<file path="src/design/mstp_pkg.sv">
// Shared constants, request and register codes, and memory control type
// for the Prim spanning-tree block. No dependencies.

package mstp_pkg;

  // Default sizes handed to the top level's parameters.
  localparam int DEF_MAX_VERTICES = 32;
  localparam int DEF_WEIGHT_BITS  = 16;

  // Fixed field widths of the channels and configuration port.
  localparam int TYPE_W     = 2;
  localparam int IDX_W      = 5;
  localparam int WT_W       = 16;
  localparam int CNT_W      = 6;
  localparam int CFG_IDX_W  = 1;
  localparam int CFG_DATA_W = 6;
  // Width used for vertex counts and index compares (holds up to 64 and more).
  localparam int SCAN_W     = 8;

  // Request types.
  localparam logic [TYPE_W-1:0] REQ_CLEAR = 2'd0;
  localparam logic [TYPE_W-1:0] REQ_ADD   = 2'd1;
  localparam logic [TYPE_W-1:0] REQ_RUN   = 2'd2;

  // Configuration register indexes.
  localparam logic [CFG_IDX_W-1:0] REG_VERTEX_COUNT = 1'd0;
  localparam logic [CFG_IDX_W-1:0] REG_START_VERTEX = 1'd1;

  // Configuration reset values.
  localparam logic [CNT_W-1:0] VERTEX_COUNT_RST = 6'd32;
  localparam logic [IDX_W-1:0] START_VERTEX_RST = 5'd0;

  // Control strobes from the sequencer to the adjacency store.
  typedef struct packed {
    logic clr;
    logic wt_we;
    logic row_we;
  } adj_ctl_t;

endpackage

</file>
<file path="src/design/mstp_cmp.sv">
// Shared key compare unit: signed less-than with an infinity flag on each side.
// Depends on mstp_pkg for the default weight width.

module mstp_cmp #(
  parameter int WEIGHT_BITS = mstp_pkg::DEF_WEIGHT_BITS
) (
  input  logic                          a_inf,
  input  logic signed [WEIGHT_BITS-1:0] a_val,
  input  logic                          b_inf,
  input  logic signed [WEIGHT_BITS-1:0] b_val,
  output logic                          lt
);

  // A finite value is below infinity; infinity is never below anything.
  assign lt = !a_inf && (b_inf || (a_val < b_val));

endmodule

</file>
<file path="config.mk">
export PLATFORM = sky130hd
export DESIGN_NAME = mstp_cmp
export DESIGN_NICKNAME = d
export VERILOG_FILES = /design/src/design/mstp_pkg.sv /design/src/design/mstp_cmp.sv
export SDC_FILE = /design/constraint.sdc
export NUM_CORES = 1
export LEC_CHECK = 0
export ABC_AREA = 1
export BUFFER_PORTS_ARGS = -buffer_cell sky130_fd_sc_hd__buf_2
export CAP_MARGIN = 20
export CORE_AREA = 8 8 45 47
export DETAILED_ROUTE_END_ITERATION = 8
export DIE_AREA = 0 0 53 55
export GPL_ROUTABILITY_DRIVEN = 0
export PLACE_DENSITY = 0.7
export SLEW_MARGIN = 0
export SYNTH_ARGS = -nofsm -noshare
export SYNTH_HDL_FRONTEND = slang
export SYNTH_SLANG_ARGS = --single-unit
</file>
<file path="constraint.sdc">
create_clock -name vclk -period 1.65
set_clock_uncertainty 0.05 [all_clocks]
set_input_delay 0.33 -clock vclk [all_inputs]
set_output_delay 0.33 -clock vclk [all_outputs]
set_load 0.01 [all_outputs]
</file>
==> impl_metrics.env <==
export IMPL_final_nets=159
export IMPL_seq_cell_count=0
export IMPL_syn_area_sq_um=424
export IMPL_postLayoutCoreUtil=0.572
export IMPL_cts_setup_buffers=0
export IMPL_hold_start="a_inf"
export IMPL_synth_seq_area_share=0
export IMPL_ctsHoldBuffers=0
export IMPL_cp_start_kind="input port"
export IMPL_crit_fanout=2
export IMPL_min_path_type="in2out"
export IMPL_clkPwrFrac=0
export IMPL_viasPerCell=4.34
export IMPL_core_sq_um=1380
export IMPL_drtAntennaViolNets=0
export IMPL_grt_util_all_layers=0.0812
export IMPL_violations="negative setup slack"
export IMPL_hpwl_um=1070
export IMPL_netlist_top_cells_area="ha_1, inv_1, nand2_1"
export IMPL_rows=14
export IMPL_grt_pass1_wl_um=2000
export IMPL_grt_overflow=0
export IMPL_yosysTopAreaCell="ha_1"
export IMPL_total_power_mw=0.188
export IMPL_antenna_found_initial=0
export IMPL_grt_pass1_vias=530
export IMPL_synth_avg_cell_area_sq_um=5.89
export IMPL_cp_top_family="simple AND/OR/NAND/NOR gates"
export IMPL_vdd_ir_drop_max_uv=96.0
export IMPL_die_area_sq_um=2920
export IMPL_intPower_mw=0.101
export IMPL_setup_viol=1
export IMPL_fillers=136
export IMPL_drt_initial_drc_count=4
export IMPL_postLayoutCellArea_sq_um=792
export IMPL_worstPathArrival_ps=1550
export IMPL_synthToLayoutAreaGrowth_pct=86.7
export IMPL_crit_slowest_cell="ha_1"
export IMPL_cap_viol_max_count=0
export IMPL_syn_inst=72
export IMPL_dpl_worst_slack_ps=-346
export IMPL_grtUsageMet3=0.0187
export IMPL_dp_cells=124
export IMPL_holdPathEnd="lt"
export IMPL_worstSetupEndpointType="primary output"
export IMPL_synth_cell_types=9
export IMPL_finalWirelength_um=1210
export IMPL_rsz0062_at_grt="true"
export IMPL_finalNonFillerCells=124
export IMPL_busiest_layer="met2"
export IMPL_start_util=0.307
export IMPL_tns_ps=-285
export IMPL_setup_slack_ps=-285
export IMPL_multi_input_area_sq_um=463
export IMPL_diodes=0
export IMPL_cp_cell_sequence="buf_2 > ha_1 > nand2_1 > inv_1 > nand2_1 > nand2_1 > nand2_1 > nand2_1 > nand2_2 > nand3_2 > nand2_2 > nor2_4 > nor2_2 > buf_2"
export IMPL_synth_top_area_share=0.442
export IMPL_timing_fmax_ghz=0.517
export IMPL_pwr_share_seq=0
export IMPL_final_seq_area_sq_um=0
export IMPL_switchingPower_mw=0.0873
export IMPL_drive_above_1_share=0.574
export IMPL_powerDensity_nw_per_um2=237
export IMPL_path_common_cell="nand2_1"
export IMPL_io_pins=35
export IMPL_status="finished, violations left"
export IMPL_die_w_um=53
export IMPL_port_buffers=35
export IMPL_drc=0
export IMPL_tightest_slew_ps=155
export IMPL_first_pass_iters=2
export IMPL_use_met1=0.0905
export IMPL_fin_crit_sh=1.17
export IMPL_num_vias=538
export IMPL_slew_headroom=0.897
export IMPL_final_hold_viol_count=0
export IMPL_synth_warning_count=0
export IMPL_p_sw_frac=0.465
export IMPL_finalMaxSlewViolations=0
export IMPL_critPathKind="in2out"
export IMPL_required_ps=1270
export IMPL_synth_fp_nets=121
export IMPL_hold_slack_ps=855
export IMPL_power_leakage_nw=0.462
export IMPL_period_needed_ps=1930
export IMPL_comb_power_share=1.000
export IMPL_hold_depth=3
export IMPL_grt_start_max_net_pins=5
export IMPL_die_h_um=55
export IMPL_met2_usage=0.160
export IMPL_post_dp_cell_area_sq_um=708
export IMPL_clock_buffer_count=0
export IMPL_crit_buf_inv=3
export IMPL_wire_per_inst_um=9.77
export IMPL_crit_path_max_incr_delay_ps=310
-- per-layer routing --
layer,vias up,part of all wire
li1,296,-
met4,0,0
met5,-,0
met1,224,0.35
met3,0,0.11
met2,18,0.54
-- placed cells by master, fill, tap and decap left out --
cell type	Yosys	layout
inv_1	22	16
nor2_2	0	3
inv_4	0	1
nand4_1	1	1
a21oi_2	0	4
buf_8	0	1
nand2_2	0	3
nand3_2	0	1
inv_12	0	1
buf_4	0	1
nand3_1	2	1
buf_6	0	3
nor3_2	1	1
a21oi_1	7	3
ha_4	0	6
nor2_4	0	1
ha_1	15	9
o21ai_2	0	1
o21ai_1	2	1
buf_2	0	31
inv_2	0	4
nand2_1	16	13
nor2_1	6	2
-- area by class of cell --
| class | instances | area share |
|---|---|---|
| Tap cell | 16 | 0.0253 |
| Inverter | 22 | 0.123 |
| Timing Repair Buffer | 36 | 0.267 |
| Multi-Input combinational cell | 50 | 0.585 |
-- what timing repair did --
item	CTS	global route
setup endpoints to repair	1	1
pin swaps	12	14
hold endpoints to repair	0	0
resized for setup	5	17
-- kinds of logic (layout without fill, tap and decap cells) --
| family | Yosys count | count (layout) | synth area share |
|---|---|---|---|
| AOI/OAI and AO/OA | 9 | 9 | 0.106 |
| buffers and inverters | 22 | 58 | 0.195 |
| adders and majority gates | 15 | 15 | 0.442 |
| and+or+nand+nor | 26 | 26 | 0.257 |
-- Yosys cell counts --
cell type  count
nor2_1         6
nand2_1       16
a21oi_1        7
nand3_1        2
ha_1          15
nand4_1        1
nor3_2         1
o21ai_1        2
inv_1         22
-- power by group through the flow --
stage | Sequential (mW) | Clock [mW] | Combinational [mW]
detailed placement | 0 | 0 | 0.161
global route | 0 | 0 | 0.217
floorplan | 0 | 0 | 0.0931
CTS | 0 | 0 | 0.168
global placement | 0 | 0 | 0.154
finish | 0 | 0 | 0.188
-- worst max path at each step --
| stage | start | to | slack, ps | cells past startpoint |
|---|---|---|---|---|
| floorplan | b_val[5] | lt | -20 | 11 |
| global placement | b_val[5] | lt | -310 | 13 |
| detailed placement | b_val[5] | lt | -350 | 13 |
| CTS | b_val[5] | lt | -250 | 13 |
| global route | b_val[5] | lt | -430 | 13 |
| finish | a_val[3] | lt | -280 | 14 |
Note: power is estimated with default switching activity, not from simulation.
