## src/design/mstp_pkg.sv

```systemverilog
// Shared constants, request and register codes, and memory control type
// for the Prim spanning-tree block. No dependencies.

package mstp_pkg;

  // Default sizes handed to the top level's parameters.
  localparam int DEF_MAX_VERTICES = 32;
  localparam int DEF_WEIGHT_BITS  = 16;

  // Fixed field widths of the channels and configuration port.
  localparam int TYPE_W     = 2;
  localparam int IDX_W      = 5;
  localparam int WT_W       = 16;
  localparam int CNT_W      = 6;
  localparam int CFG_IDX_W  = 1;
  localparam int CFG_DATA_W = 6;
  // Width used for vertex counts and index compares (holds up to 64 and more).
  localparam int SCAN_W     = 8;

  // Request types.
  localparam logic [TYPE_W-1:0] REQ_CLEAR = 2'd0;
  localparam logic [TYPE_W-1:0] REQ_ADD   = 2'd1;
  localparam logic [TYPE_W-1:0] REQ_RUN   = 2'd2;

  // Configuration register indexes.
  localparam logic [CFG_IDX_W-1:0] REG_VERTEX_COUNT = 1'd0;
  localparam logic [CFG_IDX_W-1:0] REG_START_VERTEX = 1'd1;

  // Configuration reset values.
  localparam logic [CNT_W-1:0] VERTEX_COUNT_RST = 6'd32;
  localparam logic [IDX_W-1:0] START_VERTEX_RST = 5'd0;

  // Control strobes from the sequencer to the adjacency store.
  typedef struct packed {
    logic clr;
    logic wt_we;
    logic row_we;
  } adj_ctl_t;

endpackage

```

## src/design/mstp_if.sv

```systemverilog
// Valid/ready channel interfaces for request beats and result beats.
// Depends on mstp_pkg for field widths.

interface mstp_req_if;
  logic                               valid;
  logic                               ready;
  logic [mstp_pkg::TYPE_W-1:0]        req_type;
  logic [mstp_pkg::IDX_W-1:0]         edge_from;
  logic [mstp_pkg::IDX_W-1:0]         edge_to;
  logic signed [mstp_pkg::WT_W-1:0]   edge_weight;

  modport source (output valid, req_type, edge_from, edge_to, edge_weight, input ready);
  modport sink   (input valid, req_type, edge_from, edge_to, edge_weight, output ready);
endinterface

interface mstp_res_if;
  logic                               valid;
  logic                               ready;
  logic [mstp_pkg::IDX_W-1:0]         vertex_index;
  logic                               has_parent;
  logic [mstp_pkg::IDX_W-1:0]         parent_index;
  logic signed [mstp_pkg::WT_W-1:0]   tree_weight;
  logic                               last_result;

  modport source (output valid, vertex_index, has_parent, parent_index, tree_weight,
                  last_result, input ready);
  modport sink   (input valid, vertex_index, has_parent, parent_index, tree_weight,
                  last_result, output ready);
endinterface

```

## src/design/mstp_ctrl.sv

```systemverilog
// Sequencer for edge loading, Prim rounds and result emission, with vertex state.
// Depends on mstp_pkg and the channel interfaces in mstp_if.

module mstp_ctrl #(
  parameter int MAX_VERTICES = mstp_pkg::DEF_MAX_VERTICES,
  parameter int WEIGHT_BITS  = mstp_pkg::DEF_WEIGHT_BITS,
  localparam int VW          = $clog2(MAX_VERTICES)
) (
  input  logic                            clk,
  input  logic                            rst,
  input  logic [mstp_pkg::SCAN_W-1:0]     n_eff,
  input  logic [mstp_pkg::IDX_W-1:0]      start_vertex,
  mstp_req_if.sink                        req,
  mstp_res_if.source                      res,
  output mstp_pkg::adj_ctl_t              ctl,
  output logic [2*VW-1:0]                 wt_waddr,
  output logic signed [WEIGHT_BITS-1:0]   wt_wdata,
  output logic [2*VW-1:0]                 wt_raddr,
  input  logic signed [WEIGHT_BITS-1:0]   wt_rdata,
  output logic [VW-1:0]                   row_waddr,
  output logic [MAX_VERTICES-1:0]         row_wdata,
  output logic [VW-1:0]                   row_raddr,
  input  logic [MAX_VERTICES-1:0]         row_rdata,
  output logic                            cmp_a_inf,
  output logic signed [WEIGHT_BITS-1:0]   cmp_a,
  output logic                            cmp_b_inf,
  output logic signed [WEIGHT_BITS-1:0]   cmp_b,
  input  logic                            cmp_lt
);

  localparam int SW = mstp_pkg::SCAN_W;

  typedef enum logic [3:0] {
    ST_IDLE,
    ST_ADD_RD,
    ST_ADD_CMP,
    ST_ADD_WR2,
    ST_SEL,
    ST_SEL_END,
    ST_RELAX_RD,
    ST_RELAX_UPD,
    ST_EMIT,
    ST_DRAIN
  } state_t;

  state_t state;

  // Latched edge of the request being loaded.
  logic [VW-1:0]                 ea;
  logic [VW-1:0]                 eb;
  logic signed [WEIGHT_BITS-1:0] ew;

  // Scan index and the running minimum of the selection pass.
  logic [VW-1:0]                 idx;
  logic [VW-1:0]                 best;
  logic                          found;
  logic                          best_inf;
  logic signed [WEIGHT_BITS-1:0] best_key;

  // Per-vertex state.
  logic signed [WEIGHT_BITS-1:0] key [MAX_VERTICES];
  logic [VW-1:0]                 par [MAX_VERTICES];
  logic [MAX_VERTICES-1:0]       key_inf;
  logic [MAX_VERTICES-1:0]       has_par;
  logic [MAX_VERTICES-1:0]       in_tree;

  // Result register.
  logic                          res_valid;
  logic [mstp_pkg::IDX_W-1:0]    r_index;
  logic                          r_hp;
  logic [mstp_pkg::IDX_W-1:0]    r_par;
  logic signed [mstp_pkg::WT_W-1:0] r_wt;
  logic                          r_last;

  // Decoded request fields and scan helpers.
  logic [SW-1:0]                 a8;
  logic [SW-1:0]                 b8;
  logic [SW-1:0]                 s8;
  logic [SW-1:0]                 idx8;
  logic [SW-1:0]                 par8;
  logic signed [31:0]            w32;
  logic [31:0]                   kz;
  logic                          edge_ok;
  logic                          start_ok;
  logic                          idx_last;
  logic [MAX_VERTICES-1:0]       bit_a;
  logic [MAX_VERTICES-1:0]       bit_b;
  logic [MAX_VERTICES-1:0]       bit_s;

  always_comb begin
    a8       = SW'(req.edge_from);
    b8       = SW'(req.edge_to);
    s8       = SW'(start_vertex);
    w32      = 32'(req.edge_weight);
    edge_ok  = (a8 < SW'(MAX_VERTICES)) && (b8 < SW'(MAX_VERTICES));
    start_ok = s8 < n_eff;
    idx8     = SW'(idx);
    idx_last = idx8 == (n_eff - SW'(1));
    par8     = SW'(par[idx]);
    kz       = 32'($unsigned(key[idx]));
    bit_a    = {{(MAX_VERTICES-1){1'b0}}, 1'b1} << ea;
    bit_b    = {{(MAX_VERTICES-1){1'b0}}, 1'b1} << eb;
    bit_s    = {{(MAX_VERTICES-1){1'b0}}, 1'b1} << s8[VW-1:0];
  end

  // Memory addressing and compare operands, chosen by state.
  always_comb begin
    ctl       = '0;
    wt_waddr  = {ea, eb};
    wt_raddr  = {ea, eb};
    wt_wdata  = ew;
    row_waddr = ea;
    row_raddr = ea;
    row_wdata = row_rdata | bit_b;
    cmp_a_inf = 1'b0;
    cmp_a     = ew;
    cmp_b_inf = 1'b1;
    cmp_b     = wt_rdata;
    case (state)
      ST_IDLE: begin
        ctl.clr = req.valid && (req.req_type == mstp_pkg::REQ_CLEAR);
      end
      ST_ADD_CMP: begin
        // New weight wins when no edge is stored or it is strictly smaller.
        cmp_b_inf  = !row_rdata[eb];
        ctl.wt_we  = cmp_lt;
        ctl.row_we = cmp_lt;
        row_raddr  = eb;
      end
      ST_ADD_WR2: begin
        wt_waddr   = {eb, ea};
        row_waddr  = eb;
        row_wdata  = row_rdata | bit_a;
        ctl.wt_we  = 1'b1;
        ctl.row_we = 1'b1;
      end
      ST_SEL: begin
        cmp_a_inf = key_inf[idx];
        cmp_a     = key[idx];
        cmp_b_inf = best_inf;
        cmp_b     = best_key;
      end
      ST_RELAX_RD: begin
        wt_raddr  = {best, idx};
        row_raddr = best;
      end
      ST_RELAX_UPD: begin
        cmp_a     = wt_rdata;
        cmp_b_inf = key_inf[idx];
        cmp_b     = key[idx];
      end
      default: begin
      end
    endcase
  end

  // Sequencer, vertex state and result register.
  always_ff @(posedge clk) begin
    if (rst) begin
      state     <= ST_IDLE;
      idx       <= '0;
      found     <= 1'b0;
      key_inf   <= '1;
      has_par   <= '0;
      in_tree   <= '0;
      res_valid <= 1'b0;
    end else begin
      case (state)
        ST_IDLE: begin
          if (req.valid) begin
            ea <= a8[VW-1:0];
            eb <= b8[VW-1:0];
            ew <= w32[WEIGHT_BITS-1:0];
            case (req.req_type)
              mstp_pkg::REQ_ADD: begin
                if (edge_ok) begin
                  state <= ST_ADD_RD;
                end
              end
              mstp_pkg::REQ_RUN: begin
                // Fresh keys; only an in-range start vertex gets key zero.
                in_tree <= '0;
                has_par <= '0;
                key_inf <= start_ok ? ~bit_s : '1;
                if (start_ok) begin
                  key[s8[VW-1:0]] <= '0;
                end
                idx   <= '0;
                found <= 1'b0;
                state <= ST_SEL;
              end
              default: begin
              end
            endcase
          end
        end
        ST_ADD_RD: begin
          state <= ST_ADD_CMP;
        end
        ST_ADD_CMP: begin
          state <= cmp_lt ? ST_ADD_WR2 : ST_IDLE;
        end
        ST_ADD_WR2: begin
          state <= ST_IDLE;
        end
        ST_SEL: begin
          // Lowest index wins ties since only a strictly smaller key replaces.
          if (!in_tree[idx] && (!found || cmp_lt)) begin
            best     <= idx;
            best_inf <= key_inf[idx];
            best_key <= key[idx];
            found    <= 1'b1;
          end
          if (idx_last) begin
            state <= ST_SEL_END;
          end else begin
            idx <= idx + VW'(1);
          end
        end
        ST_SEL_END: begin
          idx <= '0;
          if (!found) begin
            state <= ST_EMIT;
          end else begin
            in_tree[best] <= 1'b1;
            state         <= ST_RELAX_RD;
          end
        end
        ST_RELAX_RD: begin
          state <= ST_RELAX_UPD;
        end
        ST_RELAX_UPD: begin
          if (!in_tree[idx] && row_rdata[idx] && cmp_lt) begin
            key[idx]     <= wt_rdata;
            key_inf[idx] <= 1'b0;
            has_par[idx] <= 1'b1;
            par[idx]     <= best;
          end
          if (idx_last) begin
            idx   <= '0;
            found <= 1'b0;
            state <= ST_SEL;
          end else begin
            idx   <= idx + VW'(1);
            state <= ST_RELAX_RD;
          end
        end
        ST_EMIT: begin
          // Load the next result whenever the register is empty or being taken.
          if (!res_valid || res.ready) begin
            res_valid <= 1'b1;
            r_index   <= idx8[mstp_pkg::IDX_W-1:0];
            r_hp      <= has_par[idx];
            r_par     <= has_par[idx] ? par8[mstp_pkg::IDX_W-1:0] : '0;
            r_wt      <= has_par[idx] ? kz[mstp_pkg::WT_W-1:0] : '0;
            r_last    <= idx_last;
            if (idx_last) begin
              state <= ST_DRAIN;
            end else begin
              idx <= idx + VW'(1);
            end
          end
        end
        ST_DRAIN: begin
          if (res.ready) begin
            res_valid <= 1'b0;
            state     <= ST_IDLE;
          end
        end
        default: begin
          state <= ST_IDLE;
        end
      endcase
    end
  end

  assign req.ready        = (state == ST_IDLE);
  assign res.valid        = res_valid;
  assign res.vertex_index = r_index;
  assign res.has_parent   = r_hp;
  assign res.parent_index = r_par;
  assign res.tree_weight  = r_wt;
  assign res.last_result  = r_last;

endmodule

```

## src/flat_wrapper.sv

```systemverilog
// flat-port wrapper written by rule: the top's interface ports become plain ports
module mstp_ctrl_flat 
#(
  parameter int MAX_VERTICES = mstp_pkg::DEF_MAX_VERTICES,
  parameter int WEIGHT_BITS  = mstp_pkg::DEF_WEIGHT_BITS,
  localparam int VW          = $clog2(MAX_VERTICES)
)
  (clk, rst, n_eff, start_vertex, ctl, wt_waddr, wt_wdata, wt_raddr, wt_rdata, row_waddr, row_wdata, row_raddr, row_rdata, cmp_a_inf, cmp_a, cmp_b_inf, cmp_b, cmp_lt, req_valid, req_req_type, req_edge_from, req_edge_to, req_edge_weight, req_ready, res_valid, res_vertex_index, res_has_parent, res_parent_index, res_tree_weight, res_last_result, res_ready);
  mstp_req_if req_i ();
  mstp_res_if res_i ();
  input  logic clk;
  input  logic rst;
  input  logic [mstp_pkg::SCAN_W-1:0] n_eff;
  input  logic [mstp_pkg::IDX_W-1:0] start_vertex;
  output mstp_pkg::adj_ctl_t ctl;
  output logic [2*VW-1:0] wt_waddr;
  output logic signed [WEIGHT_BITS-1:0] wt_wdata;
  output logic [2*VW-1:0] wt_raddr;
  input  logic signed [WEIGHT_BITS-1:0] wt_rdata;
  output logic [VW-1:0] row_waddr;
  output logic [MAX_VERTICES-1:0] row_wdata;
  output logic [VW-1:0] row_raddr;
  input  logic [MAX_VERTICES-1:0] row_rdata;
  output logic cmp_a_inf;
  output logic signed [WEIGHT_BITS-1:0] cmp_a;
  output logic cmp_b_inf;
  output logic signed [WEIGHT_BITS-1:0] cmp_b;
  input  logic cmp_lt;
  input wire logic [$bits(req_i.valid)-1:0] req_valid;
  input wire logic [$bits(req_i.req_type)-1:0] req_req_type;
  input wire logic [$bits(req_i.edge_from)-1:0] req_edge_from;
  input wire logic [$bits(req_i.edge_to)-1:0] req_edge_to;
  input wire logic [$bits(req_i.edge_weight)-1:0] req_edge_weight;
  output wire logic [$bits(req_i.ready)-1:0] req_ready;
  output wire logic [$bits(res_i.valid)-1:0] res_valid;
  output wire logic [$bits(res_i.vertex_index)-1:0] res_vertex_index;
  output wire logic [$bits(res_i.has_parent)-1:0] res_has_parent;
  output wire logic [$bits(res_i.parent_index)-1:0] res_parent_index;
  output wire logic [$bits(res_i.tree_weight)-1:0] res_tree_weight;
  output wire logic [$bits(res_i.last_result)-1:0] res_last_result;
  input wire logic [$bits(res_i.ready)-1:0] res_ready;
  assign req_i.valid = req_valid;
  assign req_i.req_type = req_req_type;
  assign req_i.edge_from = req_edge_from;
  assign req_i.edge_to = req_edge_to;
  assign req_i.edge_weight = req_edge_weight;
  assign req_ready = req_i.ready;
  assign res_valid = res_i.valid;
  assign res_vertex_index = res_i.vertex_index;
  assign res_has_parent = res_i.has_parent;
  assign res_parent_index = res_i.parent_index;
  assign res_tree_weight = res_i.tree_weight;
  assign res_last_result = res_i.last_result;
  assign res_i.ready = res_ready;
  mstp_ctrl #(.MAX_VERTICES(MAX_VERTICES), .WEIGHT_BITS(WEIGHT_BITS)) u_core (.clk(clk), .rst(rst), .n_eff(n_eff), .start_vertex(start_vertex), .req(req_i), .res(res_i), .ctl(ctl), .wt_waddr(wt_waddr), .wt_wdata(wt_wdata), .wt_raddr(wt_raddr), .wt_rdata(wt_rdata), .row_waddr(row_waddr), .row_wdata(row_wdata), .row_raddr(row_raddr), .row_rdata(row_rdata), .cmp_a_inf(cmp_a_inf), .cmp_a(cmp_a), .cmp_b_inf(cmp_b_inf), .cmp_b(cmp_b), .cmp_lt(cmp_lt));
endmodule
```

## config.mk

```make
export PLATFORM = sky130hd
export DESIGN_NAME = mstp_ctrl_flat
export DESIGN_NICKNAME = d
export VERILOG_FILES = /design/src/design/mstp_pkg.sv /design/src/design/mstp_if.sv /design/src/design/mstp_ctrl.sv /design/src/flat_wrapper.sv
export SDC_FILE = /design/constraint.sdc
export NUM_CORES = 1
export LEC_CHECK = 0
export ABC_AREA = 1
export BUFFER_PORTS_ARGS = -buffer_cell sky130_fd_sc_hd__clkbuf_2
export CAP_MARGIN = 20
export CORE_ASPECT_RATIO = 1.25
export CORE_UTILIZATION = 45
export DETAILED_ROUTE_END_ITERATION = 8
export PLACE_DENSITY = 0.68
export SLEW_MARGIN = 15
export SYNTH_ARGS = -nofsm -noshare
export SYNTH_HDL_FRONTEND = slang
export SYNTH_SLANG_ARGS = --single-unit
```

## constraint.sdc

```tcl
create_clock -name clk -period 5.95 [get_ports clk]
set_input_delay 0 -clock clk [delete_from_list [all_inputs] [get_ports clk]]
set_output_delay 0 -clock clk [all_outputs]
set_load 0.03 [all_outputs]
```

==> flow_summary.json <==
{
  "status": "completed",
  "grt_usage_pct": 26.9,
  "die_w_microns": 260,
  "rsz0062_at_grt": "no",
  "root_buffer": "clkbuf_16",
  "slew_violations": 0,
  "max_slew.worst_pin.slew_ns": 1.16,
  "clock_path_buffers": 3,
  "multi_input_area_sq_um": 10900,
  "synthCells": 3547,
  "clkTransAtPathRegs_ns": 0.07,
  "setup_viol": 0,
  "wl_per_cell_microns": 23.6,
  "final_layout_size_suffix_gt1_share_pct": 13.6,
  "num_antenna_cells": 0,
  "hold_path.class": "input port to flop",
  "antenna_found_initial": 3,
  "synth_edf_count": 748,
  "max_freq_mhz": 216,
  "fp-row-count": 117,
  "grt_pass1_vias": 27500,
  "layout_min_cycle_time_ns": 4.62,
  "hold_viol": 0,
  "drtIter0Drc": 3623,
  "vias": 29000,
  "fin_crit_sh_pct": 77.6,
  "gp_congestion": 0.972,
  "firstDrtPassIters": 6,
  "r2r-start": "u_core.idx[0]",
  "maxCapViolCount": 0,
  "area_growth_pct": 14.7,
  "syn-cell-area_sq_um": 37400,
  "cts-resized-gates": 0,
  "vdd_drop_max_v": 0.000364,
  "vias_per_cell": 5.94,
  "syn_area_per_cell_sq_um": 10.5,
  "numPortBuffers": 238,
  "power_mw": 19.0,
  "hold_path.startpoint": "wt_rdata[7]",
  "p_leak_nw": 16.3,
  "cp-end-kind": "output port",
  "crit_type": "flop to output port",
  "routed_wl_microns": 115000,
  "synth-seq-cells": 860,
  "drc": 0,
  "seq_area_frac_synth_pct": 66.1,
  "regArea_sq_um": 24700,
  "grt_pass1_wl_microns": 169000,
  "fin_worst_skew_ns": 0.0276,
  "grt_overflow": 0,
  "die_y_microns": 324,
  "crit_arrival_ns": 4.62,
  "cts_sinks": 860,
  "initial_core_util_pct": 45.7,
  "p_per_area_nw_per_um2": 444,
  "relSlewSlack_pct": 22.0,
  "synth_nets": 3651,
  "ys_warn_count": 0,
  "numCtsBuffers": 86,
  "ys.flop_type": "edfxtp_1",
  "layout_common_cells": "edfxtp_1 (748), nor2_1 (496), nand2_1 (467)",
  "clk_latency_ns": 0.65,
  "start_kind": "flop",
  "critPathMaxFanout": 100,
  "fin_nets": 3849,
  "synth.distinct_cells": 42,
  "io_pins": 239,
  "layout_commonest_cell": "edfxtp_1",
  "grt_max_degree": 181,
  "nFillCells": 7141,
  "synthArstFlopShare_pct": 0,
  "required_ns": 5.95,
  "die_area_sq_um": 84200,
  "htreeDepth": 3,
  "antenna_left": 0,
  "cts_tree": "done",
  "core_area_sq_um": 81800,
  "hpwl_microns": 73500,
  "setup_tns_ns": 0
}
[where the power goes]
group | internal (mW) | total (mW) | switching [mW]
sequential | 6.79 | 7.14 | 0.349
clock | 3.17 | 5.51 | 2.34
combinational | 1.65 | 6.38 | 4.73
total | 11.6 | 19.0 | 7.42
[cell type report]
| type | instances | share of cell area (%) |
|---|---|---|
| Sequential cell | 860 | 57.7 |
| Multi-Input combinational cell | 2204 | 25.5 |
| Clock buffer | 104 | 5.18 |
| Timing Repair Buffer | 343 | 4.91 |
| Tap cell | 1071 | 3.13 |
| Inverter | 250 | 2.21 |
| Clock inverter | 52 | 1.42 |
[sequential cells by signal, summed over array words and instances, names as in the netlist, named ones only]
name                     cells
u_core.has_par              32
u_core.in_tree              32
u_core.idx                   5
u_core.res.valid             1
u_core.res.has_parent        1
u_core.best_key             16
u_core.par                 160
u_core.wt_wdata             16
u_core.res.last_result       1
u_core.best                  5
u_core.res.tree_weight      16
u_core.res.vertex_index      5
u_core.state                 4
u_core.key                 512
u_core.key_inf              32
u_core.found                 1
u_core.res.parent_index      5
u_core.ea                    5
u_core.eb                    5
u_core.best_inf              1
[synthesized netlist by cell type (4+ instances only)]
master     instances  area, sq um
a21oi_1          147          736
and2_1             5         31.3
buf_1             13         48.8
buf_2             50          250
buf_4              9         67.6
clkbuf_1         159          597
clkinv_1           7         26.3
dfxtp_1          112         2240
edfxtp_1         748        22500
ha_1              10          125
inv_1            232          871
inv_2             11         41.3
nand2_1          467         1750
nand3_1          224         1120
nand3_2            5         50.1
nand4_1           23          144
nor2_1           539         2020
nor2_2             5         31.3
nor2_4             4         45.0
nor3_1            16         80.1
nor4_1             9         56.3
o2111ai_1         31          272
o211ai_1          53          398
o21ai_0          463         2320
o221ai_1          96          841
o22ai_1           79          494
xor2_1             4         35.0
[per-layer routing]
| layer | global-route usage [%] | up-vias | part of all wire (%) |
|---|---|---|---|
| met3 | 4.05 | 294 | 8.4 |
| met1 | 33.8 | 14100 | 38 |
| met4 | 14.9 | 6 | 5.5 |
| li1 | - | 13100 | - |
| met2 | 44.7 | 1564 | 48 |
| met5 | 0 | - | 0.031 |
[cell families after synthesis]
| kind of cell | synth area share (%) |
|---|---|
| DFF | 66.1 |
| xor gates and xnor gates | 0.164 |
| buffers and inverters | 5.15 |
| and+or+nand+nor | 14.6 |
| adders and majority gates | 0.335 |
| AOI/OAI and AO/OA | 13.7 |
[per-stage QoR]
| stage | util, % | hold slack (ns) | std cells | setup WS, ns | instance area [sq um] |
|---|---|---|---|---|---|
| 2_1_floorplan | - | 0.0989 | 3547 | 1.55 | 37400 |
| 3_3_place_gp | 48.4 | 0.178 | 4688 | 1.72 | 39600 |
| 3_5_place_dp | 48.4 | 0.179 | 4688 | 1.67 | 39600 |
| 4_1_cts | 52.4 | 0.0158 | 4884 | 1.43 | 42900 |
| 5_1_grt | 52.4 | 0.0606 | 4884 | 1.24 | 42900 |
| 6_report | 52.4 | 0.0484 | 4884 | 1.33 | 42900 |
[worst max-delay path, cell delays in order (launching register included)]
cell and delay [ns]:
dfxtp_4 0.60, inv_6 0.65, buf_4 0.46, o21ai_0 0.15
o221ai_1 0.41, nand3_1 0.30, nand3_1 0.22, nand2_1 0.27
o211ai_1 0.55, clkbuf_2 0.31
[path summary, 6_finish.rpt]
path	endpoint	slack, ns	cells past startpoint
max reg2reg	u_core.key[10][11]	1.61	15
min reg2reg	u_core.has_par[19]	0.45	2
max	cmp_b[4]	1.33	9
min	u_core.key[0][7]	0.05	4
[timing repair]
item,in CTS,in global routing
hold endpoints to repair,223,0
setup buffers,0,0
hold buffers,40,0
No activity file was read; power rests on OpenSTA's default activity.
